--- config.mk ---
export PLATFORM = sky130hd
export DESIGN_NAME = line_edit_buffer_core
export DESIGN_NICKNAME = d
export VERILOG_FILES = /design/src/lec_pkg.sv /design/src/lec_cell.sv /design/src/lec_chain.sv /design/src/lec_ctrl.sv /design/src/line_edit_buffer_core.sv
export VERILOG_INCLUDE_DIRS = /design/src /design/src/src
export SDC_FILE = /design/constraint.sdc
export NUM_CORES = 1
export LEC_CHECK = 0
export BUFFER_PORTS_ARGS = -buffer_cell sky130_fd_sc_hd__buf_4
export CAP_MARGIN = 20
export CORE_MARGIN = 2
export CORE_UTILIZATION = 61
export DETAILED_ROUTE_END_ITERATION = 8
export GPL_TIMING_DRIVEN = 0
export PLACE_DENSITY_LB_ADDON = 0.1
export SYNTH_ARGS = -nofsm -noshare
export SYNTH_HDL_FRONTEND = slang
export SYNTH_HIERARCHICAL = 1
export SYNTH_SLANG_ARGS = --single-unit
--- constraint.sdc ---
create_clock -name clk -period 22 [get_ports clk]
set_input_delay 5.5 -clock clk [delete_from_list [all_inputs] [get_ports clk]]
set_output_delay 5.5 -clock clk [all_outputs]
set_load 0.02 [all_outputs]
--- src/line_edit_buffer_core_macros.svh ---
// Assertion macros used by the sequencer (lec_ctrl) of the line edit buffer.
// Needs no other file; the bodies are empty when SYNTHESIS is defined.
`ifndef LINE_EDIT_BUFFER_CORE_MACROS_SVH
`define LINE_EDIT_BUFFER_CORE_MACROS_SVH
`ifndef SYNTHESIS
`define LEC_ASSERT_IMPL(name, clk, rst, pre, post) \
  name: assert property (@(posedge clk) disable iff (rst) (pre) |-> (post)) \
    else $error("line_edit_buffer_core: same-cycle check failed");
`define LEC_ASSERT_NEXT(name, clk, rst, pre, post) \
  name: assert property (@(posedge clk) disable iff (rst) (pre) |=> (post)) \
    else $error("line_edit_buffer_core: next-cycle check failed");
`else
`define LEC_ASSERT_IMPL(name, clk, rst, pre, post)
`define LEC_ASSERT_NEXT(name, clk, rst, pre, post)
`endif
`endif

--- src/lec_pkg.sv ---
// Package of the line edit buffer: sizes, key codes, operation codes and types.
// Used by every module of the block; depends on nothing.
`timescale 1ns / 1ps

package lec_pkg;

  localparam int MaxWidth = 64;
  localparam int IdxW     = $clog2(MaxWidth);
  localparam int PosW     = $clog2(MaxWidth + 1);
  localparam int CharW    = 8;
  localparam int ActW     = 2;
  localparam int CfgW     = 7;

  localparam logic [CharW-1:0] KeyPrefixNul = 8'h00;
  localparam logic [CharW-1:0] KeyPrefixExt = 8'hE0;
  localparam logic [CharW-1:0] KeyBackspace = 8'h08;
  localparam logic [CharW-1:0] KeyEnter     = 8'd13;
  localparam logic [CharW-1:0] KeyCtrlMax   = 8'd31;
  localparam logic [CharW-1:0] ScanDelete   = 8'd83;
  localparam logic [CharW-1:0] ScanLeft     = 8'd75;
  localparam logic [CharW-1:0] ScanRight    = 8'd77;
  localparam logic [CharW-1:0] ScanHome     = 8'd71;
  localparam logic [CharW-1:0] ScanEnd      = 8'd79;
  localparam logic [CharW-1:0] ScanInsert   = 8'd82;
  localparam logic [CharW-1:0] CharSpace    = 8'h20;

  typedef enum logic [ActW-1:0] {
    ACT_KEY   = 2'd0,
    ACT_LOAD  = 2'd1,
    ACT_READ  = 2'd2,
    ACT_START = 2'd3
  } action_t;

  typedef enum logic [3:0] {
    OP_NONE,
    OP_PREFIX,
    OP_LOAD,
    OP_READ,
    OP_START,
    OP_BKSP,
    OP_DEL,
    OP_LEFT,
    OP_RIGHT,
    OP_HOME,
    OP_END,
    OP_INS,
    OP_PRINT,
    OP_ENTER
  } op_t;

  typedef struct packed {
    logic             shift;
    logic [CharW-1:0] tail;
  } chain_ctl_t;

  typedef struct packed {
    logic [CharW-1:0] head;
    logic [CharW-1:0] next;
  } chain_tap_t;

  typedef struct packed {
    logic [PosW-1:0]  cursor;
    logic             insert_mode;
    logic             bell;
    logic             done_res;
    logic [PosW-1:0]  line_length;
    logic [CharW-1:0] read_char;
  } result_t;

  function automatic op_t scan_op(input logic [CharW-1:0] code);
    op_t op;
    op = OP_NONE;
    if (code == KeyBackspace)    op = OP_BKSP;
    else if (code == ScanDelete) op = OP_DEL;
    else if (code == ScanLeft)   op = OP_LEFT;
    else if (code == ScanRight)  op = OP_RIGHT;
    else if (code == ScanHome)   op = OP_HOME;
    else if (code == ScanEnd)    op = OP_END;
    else if (code == ScanInsert) op = OP_INS;
    return op;
  endfunction

endpackage

--- src/lec_cell.sv ---
// One character cell of the rotating line store.
// Depends on lec_pkg for the character width.
`timescale 1ns / 1ps

module lec_cell (
  input  logic                      clk,
  input  logic                      shift,
  input  logic [lec_pkg::CharW-1:0] din,
  output logic [lec_pkg::CharW-1:0] dout
);

  logic [lec_pkg::CharW-1:0] char_q;

  always_ff @(posedge clk) begin
    if (shift) begin
      char_q <= din;
    end
  end

  assign dout = char_q;

endmodule

--- src/lec_chain.sv ---
// Ring of character cells; each shift moves every character one cell toward the head.
// Depends on lec_pkg and lec_cell.
`timescale 1ns / 1ps

module lec_chain (
  input  logic                clk,
  input  lec_pkg::chain_ctl_t ctl,
  output lec_pkg::chain_tap_t tap
);

  logic [lec_pkg::CharW-1:0] chars [lec_pkg::MaxWidth];

  genvar k;
  generate
    for (k = 0; k < lec_pkg::MaxWidth; k++) begin : g_cell
      if (k == lec_pkg::MaxWidth - 1) begin : g_last
        lec_cell u_cell (
          .clk  (clk),
          .shift(ctl.shift),
          .din  (ctl.tail),
          .dout (chars[k])
        );
      end else begin : g_mid
        lec_cell u_cell (
          .clk  (clk),
          .shift(ctl.shift),
          .din  (chars[k+1]),
          .dout (chars[k])
        );
      end
    end
  endgenerate

  assign tap.head = chars[0];
  assign tap.next = chars[1];

endmodule

--- src/lec_ctrl.sv ---
// Sequencer of the line edit buffer: decodes an item, rotates the cell ring once
// while editing the stream at the head, then commits cursor and mode. Uses lec_pkg.
`timescale 1ns / 1ps
`include "line_edit_buffer_core_macros.svh"

module lec_ctrl (
  input  logic                       clk,
  input  logic                       rst,
  input  logic                       in_valid,
  output logic                       in_stall,
  input  logic [lec_pkg::ActW-1:0]   action,
  input  logic [lec_pkg::CharW-1:0]  key_byte,
  input  logic [lec_pkg::IdxW-1:0]   char_index,
  input  logic [lec_pkg::CharW-1:0]  char_value,
  input  logic [lec_pkg::CfgW-1:0]   edit_width,
  input  lec_pkg::chain_tap_t        tap,
  output lec_pkg::chain_ctl_t        ctl,
  input  logic                       out_free,
  output logic                       res_load,
  output lec_pkg::result_t           res
);

  localparam int PosW  = lec_pkg::PosW;
  localparam int IdxW  = lec_pkg::IdxW;
  localparam int CharW = lec_pkg::CharW;

  typedef enum logic [2:0] {
    ST_IDLE   = 3'b001,
    ST_ROTATE = 3'b010,
    ST_FINISH = 3'b100
  } state_t;

  state_t            state;
  logic [IdxW-1:0]   cnt;
  lec_pkg::op_t      op;
  lec_pkg::op_t      op_dec;
  logic [CharW-1:0]  key_q;
  logic [IdxW-1:0]   idx_q;
  logic [CharW-1:0]  val_q;
  logic [PosW-1:0]   cursor;
  logic              insert_flag;
  logic              prefix_pending;
  logic [CharW-1:0]  prev;
  logic              del_go;
  logic              right_ok;
  logic              nul_found;
  logic [PosW-1:0]   nul_idx;
  logic [CharW-1:0]  rd;

  logic              accept;
  logic [PosW-1:0]   w;
  logic [PosW-1:0]   w_m1;
  logic [PosW-1:0]   t;
  logic [PosW:0]     pos_inc;
  logic [PosW-1:0]   shift_from;
  logic              del_hit;
  logic              left_active;
  logic [PosW-1:0]   nul_len;
  logic [PosW-1:0]   cursor_next;
  logic              mode_next;
  logic              bell;
  logic              done;

  assign accept   = in_valid && !in_stall;
  assign in_stall = (state != ST_IDLE);

  always_comb begin
    if (edit_width == '0) begin
      w = PosW'(1);
    end else if (edit_width > lec_pkg::CfgW'(lec_pkg::MaxWidth)) begin
      w = PosW'(lec_pkg::MaxWidth);
    end else begin
      w = PosW'(edit_width);
    end
  end

  assign w_m1       = w - PosW'(1);
  assign t          = PosW'(cnt);
  assign pos_inc    = {1'b0, cursor} + (PosW+1)'(1);
  assign shift_from = cursor - PosW'(1);
  assign nul_len    = nul_found ? nul_idx : w;

  always_comb begin
    op_dec = lec_pkg::OP_NONE;
    unique case (action)
      lec_pkg::ACT_KEY: begin
        priority if (prefix_pending) begin
          op_dec = lec_pkg::scan_op(key_byte);
        end else if (key_byte == lec_pkg::KeyPrefixNul ||
                     key_byte == lec_pkg::KeyPrefixExt) begin
          op_dec = lec_pkg::OP_PREFIX;
        end else if (key_byte == lec_pkg::KeyBackspace) begin
          op_dec = lec_pkg::OP_BKSP;
        end else if (key_byte == lec_pkg::KeyEnter) begin
          op_dec = lec_pkg::OP_ENTER;
        end else if (key_byte > lec_pkg::KeyCtrlMax) begin
          op_dec = lec_pkg::OP_PRINT;
        end else begin
          op_dec = lec_pkg::OP_NONE;
        end
      end
      lec_pkg::ACT_LOAD:  op_dec = lec_pkg::OP_LOAD;
      lec_pkg::ACT_READ:  op_dec = lec_pkg::OP_READ;
      lec_pkg::ACT_START: op_dec = lec_pkg::OP_START;
      default:            op_dec = lec_pkg::OP_NONE;
    endcase
  end

  // The head of the ring is original entry t; whatever goes into the tail
  // becomes the new entry t once the full turn is over.
  // A backspace with the cursor beyond the width still puts a space in the
  // last position.
  always_comb begin
    ctl.shift   = (state == ST_ROTATE);
    ctl.tail    = tap.head;
    del_hit     = 1'b0;
    left_active = 1'b0;
    unique case (op)
      lec_pkg::OP_LOAD: begin
        if (cnt == idx_q) ctl.tail = val_q;
      end
      lec_pkg::OP_BKSP: begin
        left_active = (cursor != '0) && ((t >= shift_from) || (t == w_m1));
      end
      lec_pkg::OP_DEL: begin
        del_hit     = (t == cursor) && (tap.head != '0) && (cursor < w);
        left_active = del_hit || del_go;
      end
      lec_pkg::OP_PRINT: begin
        if (cursor < w) begin
          if (t == cursor) begin
            ctl.tail = key_q;
          end else if (insert_flag && t > cursor && t < w) begin
            ctl.tail = prev;
          end
        end
      end
      default: begin
        ctl.tail = tap.head;
      end
    endcase
    if (left_active) begin
      if (t < w_m1) begin
        ctl.tail = tap.next;
      end else if (t == w_m1) begin
        ctl.tail = lec_pkg::CharSpace;
      end
    end
  end

  always_comb begin
    cursor_next = cursor;
    mode_next   = insert_flag;
    bell        = 1'b0;
    done        = 1'b0;
    unique case (op)
      lec_pkg::OP_BKSP, lec_pkg::OP_LEFT: begin
        if (cursor != '0) cursor_next = cursor - PosW'(1);
        else bell = 1'b1;
      end
      lec_pkg::OP_DEL: begin
        bell = !del_go;
      end
      lec_pkg::OP_RIGHT: begin
        if (pos_inc < {1'b0, w} && right_ok) cursor_next = pos_inc[PosW-1:0];
        else bell = 1'b1;
      end
      lec_pkg::OP_HOME, lec_pkg::OP_START: begin
        cursor_next = '0;
      end
      lec_pkg::OP_END: begin
        cursor_next = nul_len;
      end
      lec_pkg::OP_INS: begin
        mode_next = !insert_flag;
      end
      lec_pkg::OP_ENTER: begin
        done = 1'b1;
      end
      lec_pkg::OP_PRINT: begin
        if (cursor < w) begin
          if (insert_flag || pos_inc < {1'b0, w}) cursor_next = pos_inc[PosW-1:0];
          else cursor_next = w_m1;
        end
      end
      default: begin
        cursor_next = cursor;
      end
    endcase
  end

  assign res_load        = (state == ST_FINISH) && out_free;
  assign res.cursor      = cursor_next;
  assign res.insert_mode = mode_next;
  assign res.bell        = bell;
  assign res.done_res    = done;
  assign res.line_length = done ? nul_len : '0;
  assign res.read_char   = (op == lec_pkg::OP_READ) ? rd : '0;

  always_ff @(posedge clk) begin
    if (rst) begin
      state          <= ST_IDLE;
      cnt            <= '0;
      cursor         <= '0;
      insert_flag    <= 1'b0;
      prefix_pending <= 1'b0;
      op             <= lec_pkg::OP_NONE;
    end else begin
      unique case (state)
        ST_IDLE: begin
          if (accept) begin
            state <= ST_ROTATE;
            cnt   <= '0;
            op    <= op_dec;
            if (action == lec_pkg::ACT_START) begin
              prefix_pending <= 1'b0;
            end else if (action == lec_pkg::ACT_KEY) begin
              prefix_pending <= (op_dec == lec_pkg::OP_PREFIX);
            end
          end
        end
        ST_ROTATE: begin
          cnt <= cnt + IdxW'(1);
          if (cnt == IdxW'(lec_pkg::MaxWidth - 1)) begin
            state <= ST_FINISH;
          end
        end
        ST_FINISH: begin
          if (out_free) begin
            state       <= ST_IDLE;
            cursor      <= cursor_next;
            insert_flag <= mode_next;
          end
        end
        default: begin
          state <= ST_IDLE;
        end
      endcase
    end
  end

  always_ff @(posedge clk) begin
    if (accept) begin
      key_q     <= key_byte;
      idx_q     <= char_index;
      val_q     <= char_value;
      del_go    <= 1'b0;
      right_ok  <= 1'b0;
      nul_found <= 1'b0;
      nul_idx   <= '0;
      rd        <= '0;
    end else if (state == ST_ROTATE) begin
      prev   <= tap.head;
      del_go <= del_go || del_hit;
      if ({1'b0, t} == pos_inc) begin
        right_ok <= (tap.head != '0);
      end
      if (!nul_found && t < w && tap.head == '0) begin
        nul_found <= 1'b1;
        nul_idx   <= t;
      end
      if (cnt == idx_q) begin
        rd <= tap.head;
      end
    end
  end

  `LEC_ASSERT_NEXT(a_turn_ends, clk, rst,
    state == ST_ROTATE && cnt == IdxW'(lec_pkg::MaxWidth - 1), state == ST_FINISH)
  `LEC_ASSERT_NEXT(a_accept_starts_turn, clk, rst, accept,
    state == ST_ROTATE && cnt == '0)
  `LEC_ASSERT_NEXT(a_cursor_commit_only, clk, rst, state != ST_FINISH, $stable(cursor))
  `LEC_ASSERT_IMPL(a_cursor_range, clk, rst, 1'b1, cursor <= PosW'(lec_pkg::MaxWidth))

endmodule

--- src/line_edit_buffer_core.sv ---
// Top level of the line edit buffer: configuration register, cell ring,
// sequencer and result register. Depends on lec_pkg, lec_chain and lec_ctrl.
`timescale 1ns / 1ps
//
//   channel  direction  handshake             payload
//   in       to block   in_valid / in_stall   action, key_byte, char_index, char_value
//   out      from block out_valid / out_stall cursor, insert_mode, bell, done_res,
//                                             line_length, read_char
//   cfg      to block   cfg_write_en          cfg_write_data (edit_width)
//
// Each item is accepted in the idle state, the 64-cell ring then makes one full turn
// (one cell per cycle), and a finish state, which waits while the output register is
// held, commits cursor and mode into the result register; then the next item is accepted.
// The next item is accepted while a result still waits in the output register.
// Reset clears cursor, mode, prefix state and the width register (to 64); the
// line characters are undefined until loaded.

module line_edit_buffer_core (
  input  logic                      clk,
  input  logic                      rst,
  input  logic                      cfg_write_en,
  input  logic [lec_pkg::CfgW-1:0]  cfg_write_data,
  input  logic                      in_valid,
  output logic                      in_stall,
  input  logic [lec_pkg::ActW-1:0]  action,
  input  logic [lec_pkg::CharW-1:0] key_byte,
  input  logic [lec_pkg::IdxW-1:0]  char_index,
  input  logic [lec_pkg::CharW-1:0] char_value,
  output logic                      out_valid,
  input  logic                      out_stall,
  output logic [lec_pkg::PosW-1:0]  cursor,
  output logic                      insert_mode,
  output logic                      bell,
  output logic                      done_res,
  output logic [lec_pkg::PosW-1:0]  line_length,
  output logic [lec_pkg::CharW-1:0] read_char
);

  logic [lec_pkg::CfgW-1:0] edit_width;
  lec_pkg::chain_ctl_t      ctl;
  lec_pkg::chain_tap_t      tap;
  lec_pkg::result_t         res;
  lec_pkg::result_t         res_q;
  logic                     res_load;
  logic                     out_free;

  always_ff @(posedge clk) begin
    if (rst) begin
      edit_width <= lec_pkg::CfgW'(lec_pkg::MaxWidth);
    end else if (cfg_write_en) begin
      edit_width <= cfg_write_data;
    end
  end

  lec_chain u_chain (
    .clk(clk),
    .ctl(ctl),
    .tap(tap)
  );

  lec_ctrl u_ctrl (
    .clk       (clk),
    .rst       (rst),
    .in_valid  (in_valid),
    .in_stall  (in_stall),
    .action    (action),
    .key_byte  (key_byte),
    .char_index(char_index),
    .char_value(char_value),
    .edit_width(edit_width),
    .tap       (tap),
    .ctl       (ctl),
    .out_free  (out_free),
    .res_load  (res_load),
    .res       (res)
  );

  assign out_free = !out_valid || !out_stall;

  always_ff @(posedge clk) begin
    if (rst) begin
      out_valid <= 1'b0;
    end else if (res_load) begin
      out_valid <= 1'b1;
    end else if (!out_stall) begin
      out_valid <= 1'b0;
    end
  end

  always_ff @(posedge clk) begin
    if (res_load) begin
      res_q <= res;
    end
  end

  assign cursor      = res_q.cursor;
  assign insert_mode = res_q.insert_mode;
  assign bell        = res_q.bell;
  assign done_res    = res_q.done_res;
  assign line_length = res_q.line_length;
  assign read_char   = res_q.read_char;

endmodule
# ---- Word level (Yosys, flattened, before mapping)
# Index checks and enable logic that the tools add are counted.
dict set report totals {
  register_bits 614
  latch_bits 0
  ramBits 0
  romBits 0
  memories 0
}
dict set report op_classes {
  n_addsub 4
  n_mul 0
  div 0
  magnitude_cmp 8
  n_eq_ne 38
  n_shift 0
  muxes 46
  bitwise_logic 1
  reduce_logical 41
}
# op count
set ops {}
lappend ops {{$mux 8} 7}
lappend ops {{$mux 7} 7}
lappend ops {{$eq 8x7->1 const B} 6}
lappend ops {{$mux 4} 12}
lappend ops {{$pmux 7 s5} 1}
lappend ops {{$eq 4x4->1 const B} 6}
lappend ops {{$eq 4x3->1 const B} 4}
lappend ops {{$eq 8x4->1 const B} 2}
lappend ops {{$logic_not 8->1} 2}
lappend ops {{$pmux 4 s4} 1}
lappend ops {{$pmux 8 s2} 1}
lappend ops {{$eq 6x7->1} 2}
lappend ops {{$lt 6x7->1} 2}
lappend ops {{$reduce_and 2->1} 7}
lappend ops {{$sub 7x1->7 const B} 2}
lappend ops {{$pmux 6 s2} 1}
lappend ops {{$logic_and 1x1->1} 10}
lappend ops {{$mux 1} 9}
lappend ops {{$mux 3} 3}
lappend ops {{$pmux 3 s3} 1}
lappend ops {{$add 7x1->8 const B} 1}
lappend ops {{$eq 4x2->1 const B} 2}
lappend ops {{$eq 6x8->1} 1}
lappend ops {{$eq 8x8->1 const B} 1}
lappend ops {{other kinds (30)} 47}

# ---- Longest topological paths before layout
# Gate-level depths: netlist of the first run.
dict set report depth {
  word_depth 13
  ltp_mapped 14
}

# ---- Modules after synthesis
# Netlist of the first run, hierarchy kept.
# mod instances cells_per_inst area_per_inst_um2
set by_module_without_submodules {}
lappend by_module_without_submodules {lec_cell 64 8 240.2}
lappend by_module_without_submodules {lec_ctrl 1 635 5484.0}
lappend by_module_without_submodules {line_edit_buffer_core 1 52 1039.7}

# ---- Worst setup path before layout of the first run
# No wires, ideal clock.
dict set report synth_timing {
  path_kind {reg-to-reg}
  from {reg u_ctrl.state[0]}
  to {reg u_ctrl.rd[0]}
  setup_ns 0.162
  t_arrival_ns 15.363
  setup_slack_ns 6.475
  stages_incl_launch_ff 7
  synth_period_minus_slack_ns 15.525
  path_cell_list {dfxtp_1 > or3_1 > clkbuf_1 > clkinv_1 > nand2_1 > mux2i_1 > nor2_1}
}
# item line_no
set synth_rtl {}
lappend synth_rtl {{from (decl)} lec_ctrl.sv:33} ;# state_t state;
lappend synth_rtl {{from (signal assigned)} lec_ctrl.sv:202} ;# state <= ST_IDLE;
lappend synth_rtl {{from (signal assigned)} lec_ctrl.sv:212} ;# state <= ST_ROTATE;
lappend synth_rtl {{from (signal assigned)} lec_ctrl.sv:225} ;# state <= ST_FINISH;
lappend synth_rtl {{to (signal assigned)} lec_ctrl.sv:263} ;# rd <= tap.head;
lappend synth_rtl {{to (decl)} lec_ctrl.sv:48} ;# logic [CharW-1:0] rd;

# ---- Worst setup path after layout of the first run
dict set report layout_timing {
  from {in key_byte[6] in the netlist's numbering}
  to {reg u_ctrl.prefix_pending}
}
dict set report layout_via {
  elab_chain_cells 13
  elab_cells_between_ends 28
  cone_classes {1 x order compare; 10 x eq/ne; 15 x mux; 2 x reduce/logical}
}
# item line_no
set layout_lines {}
lappend layout_lines {{from (decl)} line_edit_buffer_core.sv:26} ;# input logic [lec_pkg::CharW-1:0] key_byte,
lappend layout_lines {{$eq 8x7->1} lec_pkg.sv:79} ;# else if (code == ScanInsert) op = OP_INS;
lappend layout_lines {{$mux 4} lec_pkg.sv:79}
lappend layout_lines {{$mux 4} lec_pkg.sv:78} ;# else if (code == ScanEnd) op = OP_END;
lappend layout_lines {{$mux 4} lec_pkg.sv:77} ;# else if (code == ScanHome) op = OP_HOME;
lappend layout_lines {{$mux 4} lec_pkg.sv:76} ;# else if (code == ScanRight) op = OP_RIGHT;
lappend layout_lines {{$mux 4} lec_pkg.sv:75} ;# else if (code == ScanLeft) op = OP_LEFT;
lappend layout_lines {{$mux 4} lec_pkg.sv:74} ;# else if (code == ScanDelete) op = OP_DEL;
lappend layout_lines {{$mux 4} lec_pkg.sv:73} ;# if (code == KeyBackspace) op = OP_BKSP;
lappend layout_lines {{$mux 4 *} lec_ctrl.sv:87} ;# priority if (prefix_pending) begin
lappend layout_lines {{$pmux 4 s4 *} lec_ctrl.sv:85} ;# unique case (action)
lappend layout_lines {{$eq 4x1->1 *} lec_ctrl.sv:218} ;# prefix_pending <= (op_dec == lec_pkg::OP_PREFIX);
lappend layout_lines {{$mux 1 *} lec_ctrl.sv:217} ;# end else if (action == lec_pkg::ACT_KEY) begin
lappend layout_lines {{$mux 1 *} lec_ctrl.sv:215} ;# if (action == lec_pkg::ACT_START) begin
lappend layout_lines {{to (signal assigned)} lec_ctrl.sv:218}
lappend layout_lines {{to (decl)} lec_ctrl.sv:42} ;# logic prefix_pending;
# Mark *: on every way between the ends. The rest lies on a longest branch, timed or not. The select of a mux whose other input is x is not followed.
# A chain may end at the register's enable or synchronous reset.

==> results.md, run 1 <==
Placed design:
- In this run, placement finished with an instance count of 1726.
- Routability-driven placement finished with a final weighted congestion of 0.873.
- In this run the tool buffered the top-level ports with 61 buffer cells.
- Summed over all nets, the half-perimeter wirelength after detailed placement is 22500 µm.
- The placed instances occupy a cell area of 23100 µm².

Run status:
- The run finished with clean final reports.

Clock network:
- The number of buffers created by CTS is 56.
- The root buffer cell chosen for the clock tree is sky130_fd_sc_hd__clkbuf_16.
- Once the clock tree was built, the resizer swapped 0 gates to a different size.
- The number of setup buffers added after CTS is 0.
- The clock passes through at most 3 buffers.
- TritonCTS built the clock tree.
- In this run the number of H-tree levels came out at 2.
- The number of hold buffers added after CTS is 0.
- The later pin in the worst-skew pair is clocked with a latency of 0.61 ns.
- The CTS clock-pin slew for the worst setup and hold paths is 0.06 ns.
- CTS saw 614 sinks.

Power:
- The internal power component is 1.85 mW.
- For this design the ratio of total power to cell area is 93.3 nW/µm².
- The switching power is 0.470 mW.
- The clock group share of total power is 40.6%.
- In this run, flip-flops and latches consume 56.1% of the power.
- The sum of internal, switching and leakage power is 2.32 mW.
- Combinational cells account for 3.3% of the total power.
- The proportion of total power due to net switching is 20.2%.
- VDD sags by at most 96.7 µV.
- The analysis attributes to cell leakage a power of 7.95 nW.

Synthesis:
- The number of instances in the synthesized netlist is 1199.
- The dominant synthesized flop cell is sky130_fd_sc_hd__edfxtp_1.
- Sequential elements use 82.0% of the synthesized area.
- The mean instance size in the synthesized netlist is 18.3 µm².
- The number of distinct standard cells referenced by the synthesized netlist is 77.
- The total of flip-flops plus latches after synthesis is 614.
- After synthesis the cells add up to 21900 µm².
- For this run, asynchronously set or reset flops after synthesis account for 0%.
- The number of warnings issued by yosys is 6.
- Counting every net in the synthesized netlist gives 1278.
- Counting flops with a built-in enable in the synthesized netlist gives 567.
- By area the synthesized netlist is led by sky130_fd_sc_hd__edfxtp_1 (78%), sky130_fd_sc_hd__dfxtp_1 (4.3%), sky130_fd_sc_hd__ha_1 (2.5%).
- Summed over its instances, the top area cell type makes up 77.8% of the synthesized netlist area.
- Summed over all instances, the cell type with the most area after synthesis is sky130_fd_sc_hd__edfxtp_1.

Worst setup path:
- The largest single stage delay on the critical path is 0.50 ns.
- The slowest cell on the critical path is sky130_fd_sc_hd__a2111oi_0.
- The critical path goes through buf_4 > or3_1 > a2111oi_2 > nor3_1 > a31o_1 > a2111oi_0 > nand3_1 > a21oi_1.
- STA classifies the critical path endpoint as a flop.
- The nature of the critical path startpoint is a primary input.
- Grouping stages by cell kind, the critical path spends the most delay in compound AO/OA/AOI/OAI gates.
- Data on the critical path arrives at its endpoint at 7.65 ns.
- The worst setup path is of the in -> reg kind.
- Along the worst path, the maximum fanout reaches 5.
- Data on the critical path is required at its endpoint by 22.53 ns.
- The buffering stage count on the worst path with inverters included is 1.

Drt:
- The number of DRC violations after detailed-routing iteration 0 is 899.
- Before antenna repair, the detailed router went through 5 iterations.
- The via count is 10.7k.
- The via-per-instance ratio is 5.83.
- In this run the remaining antenna-violating nets after routing total 0.
- For this block, the routed nets add up to 37400 µm of wire.
- The routed length per placed instance is 20.3 µm.
- For this run, design rule violations remaining after detail routing come to 0.

Global route:
- The met3 global-route usage is 4.60%.
- The first global-routing pass estimated 57000 µm of wire.
- The global routing usage summed across all routing layers is 19.8%.
- For met1 alone, demand over resource in global routing was 31.7%.
- The global routing met2 resource utilization is 26.7%.
- The most heavily used metal layer in global routing is met1.
- Entering global routing, the biggest net connects 117 pins.
- After global routing the overflow that remains totals 0.
- The initial antenna violation count is 5.
- The number of global-route vias before repair came to 9899.

Timing:
- The number of slew-limit violations in the final report is 0.
- Setup total negative slack on the finished layout was measured at 0 ns.
- The clock skew is 0.0232 ns.
- Static timing analysis puts the maximum clock frequency at 140 MHz.
- The number of hold violations in the final report came to 0.
- At the pin with the least slew margin, the transition time is 1.04 ns.
- The total of endpoints with negative setup slack in the final report is 0.
- The post-route fraction of the period consumed by the critical path is 32.4%.
- Headroom to the max-slew limit came out at 30.0%.
- The minimum clock period after layout is 7.12 ns.
- Setup repair after global routing left no endpoint under its margin.

Final layout:
- Once layout is done, the placed cells without fillers occupy 24900 µm².
- The filler-free cell count of the finished design is 1838.
- The library cells used most frequently in the layout, excluding fill and tap cells, are sky130_fd_sc_hd__edfxtp_1 (567), sky130_fd_sc_hd__nor2_1 (80), sky130_fd_sc_hd__buf_4 (65), sky130_fd_sc_hd__clkbuf_16 (56), sky130_fd_sc_hd__dfxtp_1 (47).
- The share of layout cells above drive strength 1 is 14.6%.
- The final standard cell utilization of the core is 70.2%.
- The net count of the finished layout is 1402.
- The relative area change from synthesis to final layout is 13.7%.
- Leaving out fill and tap cells, the most frequent cell in the layout is sky130_fd_sc_hd__edfxtp_1.
- The layout filler cell count is 2193.

Floorplanning:
- After floorplanning, the core was sized to cover 35500 µm².
- The number of primary I/O pins is 63.
- The die outline area is 37400 µm².
- The effective utilization at floorplan is 61.7%.
- The cell row count is 69.
- The die width is 193 µm.
- From bottom edge to top edge, the die measures 193 µm.

Hold path:
- The tightest min-delay check is of the reg -> reg type.

Run:
- The reported max-cap violation count is 0.
worst paths after layout:
kind                            slack (ns)                                    from  depth (start not counted)                                        to
worst max register to register       17.85                           edit_width[3]                         14  u_chain/g_cell[63].g_last.u_cell/dout[1]
worst min-delay path                  0.40  u_chain/g_cell[6].g_mid.u_cell/dout[2]                          0    u_chain/g_cell[5].g_mid.u_cell/dout[2]
worst min register to register        0.40  u_chain/g_cell[6].g_mid.u_cell/dout[2]                          0    u_chain/g_cell[5].g_mid.u_cell/dout[2]
worst max-delay path                 14.88                             key_byte[6]                          8                     u_ctrl/prefix_pending
layer usage:
layer,routed length (µm),vias to the layer above
met2,15700,360
met3,2670,67
li1,-,4955
met5,0,-
met1,17900,5335
met4,1050,0
per-stage QoR:
| stage | worst slack [ns] | hold slack, ns |
|---|---|---|
| 5_1_grt | 14.83 | 0.419 |
| 4_1_cts | 14.96 | 0.405 |
| 3_5_place_dp | 14.33 | 0.405 |
| 6_report | 14.88 | 0.404 |
| 2_1_floorplan | 6.47 | 0.400 |
| 3_3_place_gp | 1.04 | 0.403 |
power by group through the flow:
| stage | clock network, mW | logic, mW | registers [mW] |
|---|---|---|---|
| 2_1_floorplan | 0 | 0.0482 | 1.34 |
| 3_3_place_gp | 0 | 0.0712 | 1.35 |
| 3_5_place_dp | 0 | 0.0750 | 1.33 |
| 4_1_cts | 0.972 | 0.0752 | 1.30 |
| 5_1_grt | 1.02 | 0.0827 | 1.31 |
| 6_report | 0.943 | 0.0757 | 1.30 |
sequential cells by signal (all words and copies together) (netlist names), 7 cells and up:
| name | cells |
|---|---|
| u_chain/g_cell.g_mid.u_cell/dout | 504 |
| read_char | 8 |
| u_chain/g_cell.g_last.u_cell/dout | 8 |
| u_ctrl/key_q | 8 |
| u_ctrl/prev | 8 |
| u_ctrl/rd | 8 |
| u_ctrl/val_q | 8 |
| cursor | 7 |
| edit_width | 7 |
| line_length | 7 |
| u_ctrl/cursor | 7 |
cell families (layout without fill, tap and decap cells):
group / count (synthesis) / in the layout / share of synthesized area, %
AO/OA/AOI/OAI: 175 / 175 / 6.15
XOR/XNOR: 27 / 27 / 1.08
adder cells (fa/ha/maj): 43 / 43 / 2.46
buffers and inverters: 71 / 242 / 1.37
flip-flops: 614 / 614 / 82.0
multiplexers: 26 / 26 / 1.19
other: 0 / 7 / 0
AND/OR/NAND/NOR: 243 / 243 / 5.70
Yosys cell counts (4+ instances only):
| cell | n |
|---|---|
| sky130_fd_sc_hd__or3_1 | 8 |
| sky130_fd_sc_hd__xor2_1 | 8 |
| sky130_fd_sc_hd__o21a_1 | 7 |
| sky130_fd_sc_hd__dfxtp_1 | 47 |
| sky130_fd_sc_hd__and3b_1 | 4 |
| sky130_fd_sc_hd__o221ai_1 | 13 |
| sky130_fd_sc_hd__nor2_1 | 80 |
| sky130_fd_sc_hd__o32ai_1 | 4 |
| sky130_fd_sc_hd__nor3_1 | 27 |
| sky130_fd_sc_hd__buf_2 | 9 |
| sky130_fd_sc_hd__nor3b_1 | 4 |
| sky130_fd_sc_hd__mux2i_1 | 25 |
| sky130_fd_sc_hd__clkbuf_1 | 23 |
| sky130_fd_sc_hd__nand2_1 | 31 |
| sky130_fd_sc_hd__nand3_1 | 33 |
| sky130_fd_sc_hd__ha_1 | 43 |
| sky130_fd_sc_hd__nor4_1 | 4 |
| sky130_fd_sc_hd__o2111ai_1 | 6 |
| sky130_fd_sc_hd__o21ai_0 | 20 |
| sky130_fd_sc_hd__a21oi_1 | 34 |
| sky130_fd_sc_hd__a31oi_1 | 11 |
| sky130_fd_sc_hd__a21o_1 | 4 |
| sky130_fd_sc_hd__o211ai_1 | 7 |
| sky130_fd_sc_hd__o221a_1 | 11 |
| sky130_fd_sc_hd__edfxtp_1 | 567 |
| sky130_fd_sc_hd__a211oi_1 | 9 |
| sky130_fd_sc_hd__nand2b_1 | 10 |
| sky130_fd_sc_hd__inv_1 | 31 |
| sky130_fd_sc_hd__a311oi_1 | 4 |
| sky130_fd_sc_hd__o31ai_1 | 5 |
| sky130_fd_sc_hd__xnor2_1 | 19 |
| sky130_fd_sc_hd__o221a_2 | 4 |
| sky130_fd_sc_hd__and2_1 | 11 |
| sky130_fd_sc_hd__o2bb2ai_1 | 8 |
| sky130_fd_sc_hd__buf_4 | 4 |
| sky130_fd_sc_hd__nor2b_1 | 6 |
area by class of cell:
class / instances / area, µm² / area share, %
clock buffer: 69 / 1460 / 5.86
sequential: 614 / 18000 / 72.1
clock inverter: 36 / 347 / 1.39
inverter: 33 / 129 / 0.518
tap: 461 / 577 / 2.32
timing repair buffer: 66 / 596 / 2.39
multi-input combinational: 514 / 3630 / 14.6
antenna: 7 / 17.5 / 0.0703
buffer: 38 / 179 / 0.718
worst reg2reg max path, cell delays in order, from the launching register on:
cell and delay (ns):
sky130_fd_sc_hd__dfxtp_1 0.36, sky130_fd_sc_hd__or4_4 0.57, sky130_fd_sc_hd__o21ai_0 0.40, sky130_fd_sc_hd__inv_1 0.17, sky130_fd_sc_hd__ha_1 0.28, sky130_fd_sc_hd__nand3_1 0.10
sky130_fd_sc_hd__xnor2_1 0.10, sky130_fd_sc_hd__ha_1 0.31, sky130_fd_sc_hd__and4b_1 0.19, sky130_fd_sc_hd__nand3_1 0.18, sky130_fd_sc_hd__o2bb2ai_1 0.19, sky130_fd_sc_hd__a31oi_1 0.08
sky130_fd_sc_hd__o32a_1 0.37, sky130_fd_sc_hd__nor2_2 0.35, sky130_fd_sc_hd__o2bb2ai_1 0.25
(Power assumes the default switching activity.)
==> inputs of run 2 (changes only) <==
--- a/config.mk
+++ b/config.mk
@@ -9,7 +9,7 @@
 export BUFFER_PORTS_ARGS = -buffer_cell sky130_fd_sc_hd__buf_4
 export CAP_MARGIN = 20
 export CORE_MARGIN = 2
-export CORE_UTILIZATION = 61
+export CORE_UTILIZATION = 55
 export DETAILED_ROUTE_END_ITERATION = 8
 export GPL_TIMING_DRIVEN = 0
 export PLACE_DENSITY_LB_ADDON = 0.1
==> constraint.sdc (replaced) <==
create_clock -name clk -period 5.9 [get_ports clk]
set_input_delay 1.475 -clock clk [delete_from_list [all_inputs] [get_ports clk]]
set_output_delay 1.475 -clock clk [all_outputs]
set_load 0.02 [all_outputs]
==> results.md, run 2 (synthesized netlist as in run 1, its figures left out) <==
Final layout:
- The filler cells instantiated in the layout total 2783.
- The final standard cell utilization of the core is 63.4%.
- The count of nets after finishing is 1401.
- The relative area change from synthesis to final layout is 14.5%.
- The post-route netlist has 14.5% of its cells at a drive strength greater than 1.
- The most frequent standard cell in the layout excluding fill and tap cells is sky130_fd_sc_hd__edfxtp_1.
- The filler-free cell count of the finished design is 1897.
- The register with the most flip-flops in the layout has 504 of them.
- Leaving out fill and tap cells, the most frequent cells in the layout are sky130_fd_sc_hd__edfxtp_1 (567), sky130_fd_sc_hd__nor2_1 (80), sky130_fd_sc_hd__buf_4 (65), sky130_fd_sc_hd__clkbuf_16 (59), sky130_fd_sc_hd__dfxtp_1 (47).

Floorplanning:
- For this configuration, the core starts out at a cell density of 55.4%.
- The cell row count is 73.
- The die is 204 µm wide.
- The die boundary height is 204 µm.
- The die outline area is 41400 µm².
- The number of primary I/O pins is 63.
- The core box area is 39500 µm².

Timing:
- The slew at the pin closest to its max-slew limit is 1.16 ns.
- The total of endpoints with negative setup slack in the final report is 0.
- Between clock sinks in the finished design, the worst skew comes to 0.0188 ns.
- Derived from the worst setup path, the maximum achievable clock frequency is 220 MHz.
- Setup repair after global routing left no endpoint under its margin.
- In this run the tightest slew margin relative to its limit is 22.5%.
- The minimum clock period after layout is 4.54 ns.
- The number of hold violations in the final report is 0.
- The post-route fraction of the period consumed by the critical path is 76.9%.
- The number of slew-limit violations in the final report is 0.
- Hold is met by 0.403 ns.

Clock network:
- For this design, the sink count on the clock tree is 614.
- The number of H-tree branching levels is 2.
- Buffers inserted during clock tree synthesis total 58.
- The post-cts resize count is 0.
- Buffers inserted to repair hold after CTS numbered 0.
- After clock tree synthesis, the clock-pin slew on the worst setup and hold paths is 0.06 ns.
- The clock tree from TritonCTS is done.
- In this run the clock root is driven by a sky130_fd_sc_hd__clkbuf_16.
- For the worst-skew pair, the clock arrives at the later sink with an insertion delay of 0.61 ns.
- The number of setup buffers added after CTS is 0.
- In this run the deepest clock path goes through 3 buffers.

Global route:
- Entering global routing, the biggest net connects 250 pins.
- The global routing usage summed across all routing layers is 18.6%.
- For this run the aggregate overflow at the end of global routing stands at 0.
- The wire length of the first global-routing pass is 58100 µm.
- The number of global-route vias before repair came to 9825.
- The initial antenna violation count is 6.

Hold path:
- The number of instances on the worst hold path is 0.
- The tightest min-delay check is of the reg -> reg type.
- The endpoint of the worst hold-timing path is u_chain/g_cell[37].g_mid.u_cell/dout[1].
- The startpoint identified for the worst hold timing path is u_chain/g_cell[38].g_mid.u_cell/dout[1].

Drt:
- The detailed-route wire length is 37800 µm.
- After detailed routing, the number of remaining DRC violations is 0.
- Summing over every cut layer, the via total after detailed routing is 10.6k.
- After the first detailed-routing iteration, the DRC count stood at 1123.
- Using the TritonRoute via totals, the vias-per-cell ratio works out to 5.58.
- The length of the first detailed-routing pass in iterations is 7.
- The routed length per placed instance is 19.9 µm.
- Once detail routing completed, the nets flagged for antenna violations numbered 0.

Worst setup path:
- The arrival time reported for the critical path endpoint is 4.90 ns.
- At the worst endpoint, the required time is 6.26 ns.
- The capturing point of the worst reg2reg path is u_chain/g_cell[63].g_last.u_cell/dout[6].
- The startpoint identified for the worst register-to-register timing path is edit_width[3].
- The critical-path maximum fanout is 8.
- The worst setup path is captured at a flop.
- The critical path is of the reg -> reg type.
- STA classifies the critical path startpoint as a flop.
- Setup slack on the worst reg-to-reg path comes out at 1.36 ns.
- The worst reg-to-reg path cell count is 12.

Power:
- For this design the static power due to leakage is 7.98 nW.
- The design draws 8.89 mW.
- The worst vdd rail ir drop is 342 µV.
- The power density over the cells is 355 nW/µm².

Placed design:
- The placed cell count is 1787.
- The final weighted congestion of routability-driven global placement is 0.883.
- The half-perimeter wire length after detailed placement is 22600 µm.
- The count of buffers added on input and output ports is 61.

Run:
- The reported max-cap violation count is 0.

Run status:
- The run finished with clean final reports.
-- run 2: worst max-delay path by stage --
stage	startpoint	to	slack, ns	cells past startpoint
after floorplan	u_ctrl/state[0]	u_ctrl/rd[0]	0.75	6
after global placement	u_ctrl/state[0]	u_ctrl/rd[4]	-0.94	6
after detailed placement	edit_width[3]	u_chain/g_cell[63].g_last.u_cell/dout[6]	1.53	12
after CTS	edit_width[3]	u_chain/g_cell[63].g_last.u_cell/dout[6]	1.45	12
after global routing	edit_width[2]	u_chain/g_cell[63].g_last.u_cell/dout[7]	1.21	14
final	edit_width[3]	u_chain/g_cell[63].g_last.u_cell/dout[6]	1.36	12
-- run 2: final cells by class --
class                   count  area [µm²]  share of cell area (%)
flip-flops and latches    614       18000                    71.7
plain buffers              38         179                   0.714
multi-input cells         514        3630                    14.5
clock inverters            37         435                    1.74
inverters                  33         150                   0.599
diodes                      4        10.0                  0.0399
repair buffers             63         513                    2.05
clock buffers              69        1520                    6.08
well taps                 525         657                    2.62
-- run 2: metal layers --
layer  vias up  track usage [%]  part of all wire (%)
met5         -                0                 0.034
li1       4941                -                     -
met3        57             3.84                   6.1
met1      5259             29.8                    50
met2       332             25.4                    42
met4         2             6.33                   2.1
-- run 2: where the power goes --
part           total, mW  leakage, nW  switching [mW]  internal (mW)
clock network       3.75        0.950            1.55           2.20
logic              0.277         1.99           0.195         0.0825
registers           4.87         5.04          0.0327           4.83
-- run 2: metrics by stage --
step	worst slack [ns]	setup TNS [ns]	area, µm²
5_1_grt	1.21	0	25100
2_1_floorplan	0.751	0	21900
6_report	1.36	0	25100
3_5_place_dp	1.53	0	23100
3_3_place_gp	-0.941	-12.05	23000
4_1_cts	1.45	0	25100
-- run 2: critical path: stages, from the launching register on --
cell,delay (ns)
sky130_fd_sc_hd__dfxtp_1,0.36
sky130_fd_sc_hd__or4_4,0.58
sky130_fd_sc_hd__o21ai_0,0.50
sky130_fd_sc_hd__inv_1,0.24
sky130_fd_sc_hd__ha_1,0.31
sky130_fd_sc_hd__xor2_1,0.22
sky130_fd_sc_hd__ha_1,0.34
sky130_fd_sc_hd__o21a_1,0.12
sky130_fd_sc_hd__o21a_1,0.10
sky130_fd_sc_hd__o21ai_0,0.07
sky130_fd_sc_hd__a211oi_1,0.79
sky130_fd_sc_hd__a21oi_4,0.23
sky130_fd_sc_hd__o2bb2ai_1,0.41
==> inputs of run 3 (changes only) <==
--- a/config.mk
+++ b/config.mk
@@ -6,6 +6,7 @@
 export SDC_FILE = /design/constraint.sdc
 export NUM_CORES = 1
 export LEC_CHECK = 0
+export ABC_AREA = 1
 export BUFFER_PORTS_ARGS = -buffer_cell sky130_fd_sc_hd__buf_4
 export CAP_MARGIN = 20
 export CORE_MARGIN = 2
==> constraint.sdc (replaced) <==
create_clock -name clk -period 3.85 [get_ports clk]
set_input_delay 0.9625 -clock clk [delete_from_list [all_inputs] [get_ports clk]]
set_output_delay 0.9625 -clock clk [all_outputs]
set_load 0.02 [all_outputs]
==> results.md, run 3 <==
Synthesis:
- The number of flops mapped to enable cells by yosys is 567.
- Summed over all instances, the cell type with the most area after synthesis is sky130_fd_sc_hd__edfxtp_1.
- The Yosys step of the flow raised 6 warnings.
- Dividing the synthesized area by the synthesized cell count gives 16.0 µm².
- The net count of the mapped netlist is 1451.
- Counting instances in the post-synthesis netlist gives the leading cell types as sky130_fd_sc_hd__edfxtp_1 (567), sky130_fd_sc_hd__nand2_1 (193), sky130_fd_sc_hd__inv_1 (119), sky130_fd_sc_hd__nor2_1 (76), sky130_fd_sc_hd__o21ai_0 (62).
- After synthesis the netlist holds a flip-flop and latch count of 614.
- The leading cell type by number of instances after synthesis is sky130_fd_sc_hd__edfxtp_1.
- The proportion of netlist area held by the largest area contributor is 77.8%.
- The sequential element share of the synthesized area is 82.1%.
- The synthesized netlist contains 47 unique library cells.
- For this run, asynchronously set or reset flops after synthesis account for 0%.
- Ranked by total cell area, the synthesized netlist is headed by sky130_fd_sc_hd__edfxtp_1 (78%), sky130_fd_sc_hd__dfxtp_1 (4.3%), sky130_fd_sc_hd__nand2_1 (3.3%).
- The netlist area before placement is 21900 µm².
- After technology mapping, the gate count stands at 1372.
- The dominant synthesized flop cell is sky130_fd_sc_hd__edfxtp_1.

Floorplanning:
- The floorplan has 73 rows.
- Measured along the x axis, the die boundary spans 204 µm.
- The die outline area is 41400 µm².
- The core box area is 39500 µm².
- During I/O placement, the number of pins put on the boundary was 63.
- The die boundary height is 204 µm.
- The initial utilization of the core area, before any placement, comes to 55.3%.

Timing:
- The clock skew is 0.0163 ns.
- Setup violations remaining at the end of the flow were counted as 0.
- Headroom to the max-slew limit came out at 38.2%.
- The setup TNS is 0 ns.
- The slew at the pin closest to its max-slew limit is 0.925 ns.
- The number of hold violations in the final report was 0.
- The worst path setup slack after routing is 0.217 ns.
- Across all hold checks on the routed design, the worst slack comes to 0.409 ns.
- Setup repair after global routing left no endpoint under its margin.
- The maximum operating frequency is 275 MHz.
- The final critical path takes up 94.4% of the cycle.
- The number of slew-limit violations in the final report is 0.
- The smallest clock period supported by the final layout is computed as 3.63 ns.

Final layout:
- The register with the most flip-flops in the layout has 504 of them.
- After the last flow step, the layout net total stands at 1604.
- The library cell used most frequently in the layout, excluding fill and tap cells, is sky130_fd_sc_hd__edfxtp_1.
- After the flow finishes, the layout carries non-filler instances totaling 2101.
- The post-route netlist has 14.9% of its cells at a drive strength greater than 1.
- The area growth from synthesis to layout is 16.9%.
- The layout filler cell count is 2823.
- The sequential cell area is 18000 µm².
- In the layout the commonest cells are sky130_fd_sc_hd__edfxtp_1 (567), sky130_fd_sc_hd__nand2_1 (193), sky130_fd_sc_hd__inv_1 (118), sky130_fd_sc_hd__nor2_1 (76), sky130_fd_sc_hd__buf_4 (71).
- Summing all multi-input logic gate instances after layout gives 3330 µm².
- Once layout is complete, the utilization of the core stands at 64.7%.

Hold path:
- The number of instances on the worst hold path is 0.
- The path with the worst hold slack has its endpoint at u_chain/g_cell[39].g_mid.u_cell/dout[0].
- The worst hold path belongs to the class reg -> reg.
- In this run the most critical hold path is launched from u_chain/g_cell[40].g_mid.u_cell/dout[0].

Clock network:
- The number of buffers created by CTS is 56.
- The clock latency on the worst-skew pair is 0.61 ns.
- The number of hold buffers added after CTS is 0.
- The buffer type at the clock tree root is sky130_fd_sc_hd__clkbuf_16.
- The clock tree from TritonCTS is done.
- The clock net in this run drives a total of 614 sinks.
- The clock tree synthesis step divided the H-tree into 2 levels.
- The number of buffers on the longest clock path is 3.
- The CTS clock-pin slew for the worst setup and hold paths is 0.06 ns.

Worst setup path:
- The worst register-to-register path begins at edit_width[4].
- Data on the critical path is required at its endpoint by 4.17 ns.
- The nature of the critical path startpoint is a flop.
- The kind of end point of the critical path is a flop.
- The number of buffers and inverters on the critical path is 0.
- The minimum setup slack among reg-to-reg paths is 0.22 ns.
- The critical path goes through nor2_1 > nand2_1 > o21ai_1 > nand2_1 > ha_1 > xor2_1 > ha_1 > nand2_1 > nor3_1 > nand3_1 > o21ai_0 > nand3_1 > nand2_2 > nand2_2 > nand2_1 > nand2_1.
- Counting buffers and inverters, the worst setup path is 16 cells deep.
- The slowest cell on the critical path is sky130_fd_sc_hd__xor2_1.
- The critical-path maximum fanout is 8.
- The arrival time reported for the critical path endpoint is 3.96 ns.
- The worst setup path is of the reg -> reg kind.
- For the worst flop-to-flop path, the logic depth is 16.
- The capturing point of the worst reg2reg path is u_chain/g_cell[63].g_last.u_cell/dout[1].
- The largest incremental delay on the critical path is 0.41 ns.
- Counting stages on the worst path, the most repeated cell is sky130_fd_sc_hd__nand2_1.
- The cell family contributing the most delay on the critical path is simple AND/OR/NAND/NOR gates.

Power:
- The portion of total power attributed to combinational logic is 14.9%.
- For this design the ratio of total power to cell area is 665 nW/µm².
- Cell internal power was estimated by the tool at 12.7 mW.
- VDD sags by at most 498 µV.
- For this design the static power due to leakage is 9.30 nW.
- Net switching is 25.6% of the power.
- The portion of total power attributed to sequential cells is 52.8%.
- The clock group share of total power is 32.3%.
- In this run the power spent charging and discharging nets is 4.35 mW.

Placed design:
- The worst setup slack after placement is 0.000718 ns.
- Detailed placement ended at an HPWL of 24700 µm.
- The final weighted congestion of routability-driven global placement is 0.924.
- The placed cell count is 1989.
- The number of I/O port buffers is 62.

Global route:
- The number of global-route vias before repair is 10.5k.
- The initial antenna violation count was 6.
- Entering global routing, the biggest net connects 36 pins.
- The first global-routing pass estimated 59400 µm of wire.
- The total congestion overflow is 0.
- For this run, the total global-route usage over all layers was measured as 19.1%.

Drt:
- In the routed design, unresolved DRC markers number 0.
- The first routing iteration left 958 violations.
- The count of nets left with antenna violations once routing finished came out at 0.
- The via count is 11.0k.
- The first TritonRoute pass finished after 7 iterations.
- Using the TritonRoute via totals, the vias-per-cell ratio works out to 5.22.
- The detailed-route wire length is 38600 µm.
- The routed length per placed instance is 18.4 µm.

Run:
- The tool flagged a number of max-cap violations equal to 0.

Run status:
- The run finished with clean final reports.
==> run 3: changes by cell type in the layout (fill, tap and decap cells not counted), moves of 22 or more <==
cell,delta
sky130_fd_sc_hd__inv_1,+87
sky130_fd_sc_hd__mux2i_1,-25
sky130_fd_sc_hd__a21oi_1,+22
sky130_fd_sc_hd__nand2_1,+162
sky130_fd_sc_hd__o21ai_0,+42
==> run 3: per-layer routing <==
metal / part of all wire, % / track usage (%) / vias to the layer above
li1: - / - / 5306
met3: 4.9 / 4.31 / 70
met1: 50 / 29.8 / 5344
met2: 42 / 26.3 / 242
met5: 0.11 / 0 / -
met4: 2.8 / 7.43 / 6
==> run 3: cell families after synthesis <==
family,synth area share (%)
DFF,82.1
and+or+nand+nor,7.49
AOI/OAI and AO/OA,4.50
buffers and inverters,2.76
adders and majority gates,2.46
xor gates and xnor gates,0.720
==> run 3: final cells by class <==
type	instances	area share, %
antenna	3	0.0293
buffer	23	0.504
clock buffer	69	5.79
clock inverter	37	1.46
inverter	127	1.86
multi-input combinational	608	13.0
sequential	614	70.2
tap	525	2.57
timing repair buffer	95	4.56
==> run 3: how the worst max path moves through the flow <==
stage	start	end	slack, ns
after detailed placement	u_ctrl/cursor[0]	u_chain/g_cell[63].g_last.u_cell/dout[5]	0.0007
after global placement	u_ctrl/state[0]	u_ctrl/rd[4]	-16.72
final	edit_width[4]	u_chain/g_cell[63].g_last.u_cell/dout[1]	0.22
after global routing	u_ctrl/cursor[1]	u_chain/g_cell[63].g_last.u_cell/dout[2]	0.02
after floorplan	u_ctrl/state[1]	u_ctrl/cnt[4]	-10.78
after CTS	u_ctrl/cursor[1]	u_chain/g_cell[63].g_last.u_cell/dout[5]	0.07
==> run 3: power groups by stage <==
| stage | registers [mW] | clock network [mW] | logic (mW) |
|---|---|---|---|
| after floorplan | 9.38 | 0 | 1.48 |
| after global placement | 9.15 | 0 | 2.12 |
| after detailed placement | 9.10 | 0 | 2.52 |
| after CTS | 9.00 | 5.68 | 2.53 |
| after global routing | 9.07 | 5.93 | 2.80 |
| final | 8.98 | 5.49 | 2.54 |
==> run 3: repair_timing <==
action,CTS,global route
gates resized for setup,1,4
buffers inserted,0,2
gates cloned,0,0
pin swaps,0,1
setup endpoints to repair,1,18
==> run 3: through the flow <==
| stage | power [mW] | instance area (µm²) |
|---|---|---|
| after floorplan | 10.9 | 21900 |
| after global placement | 11.3 | 23000 |
| after detailed placement | 11.6 | 23700 |
| after CTS | 17.2 | 25600 |
| after global routing | 17.8 | 25600 |
| final | 17.0 | 25600 |
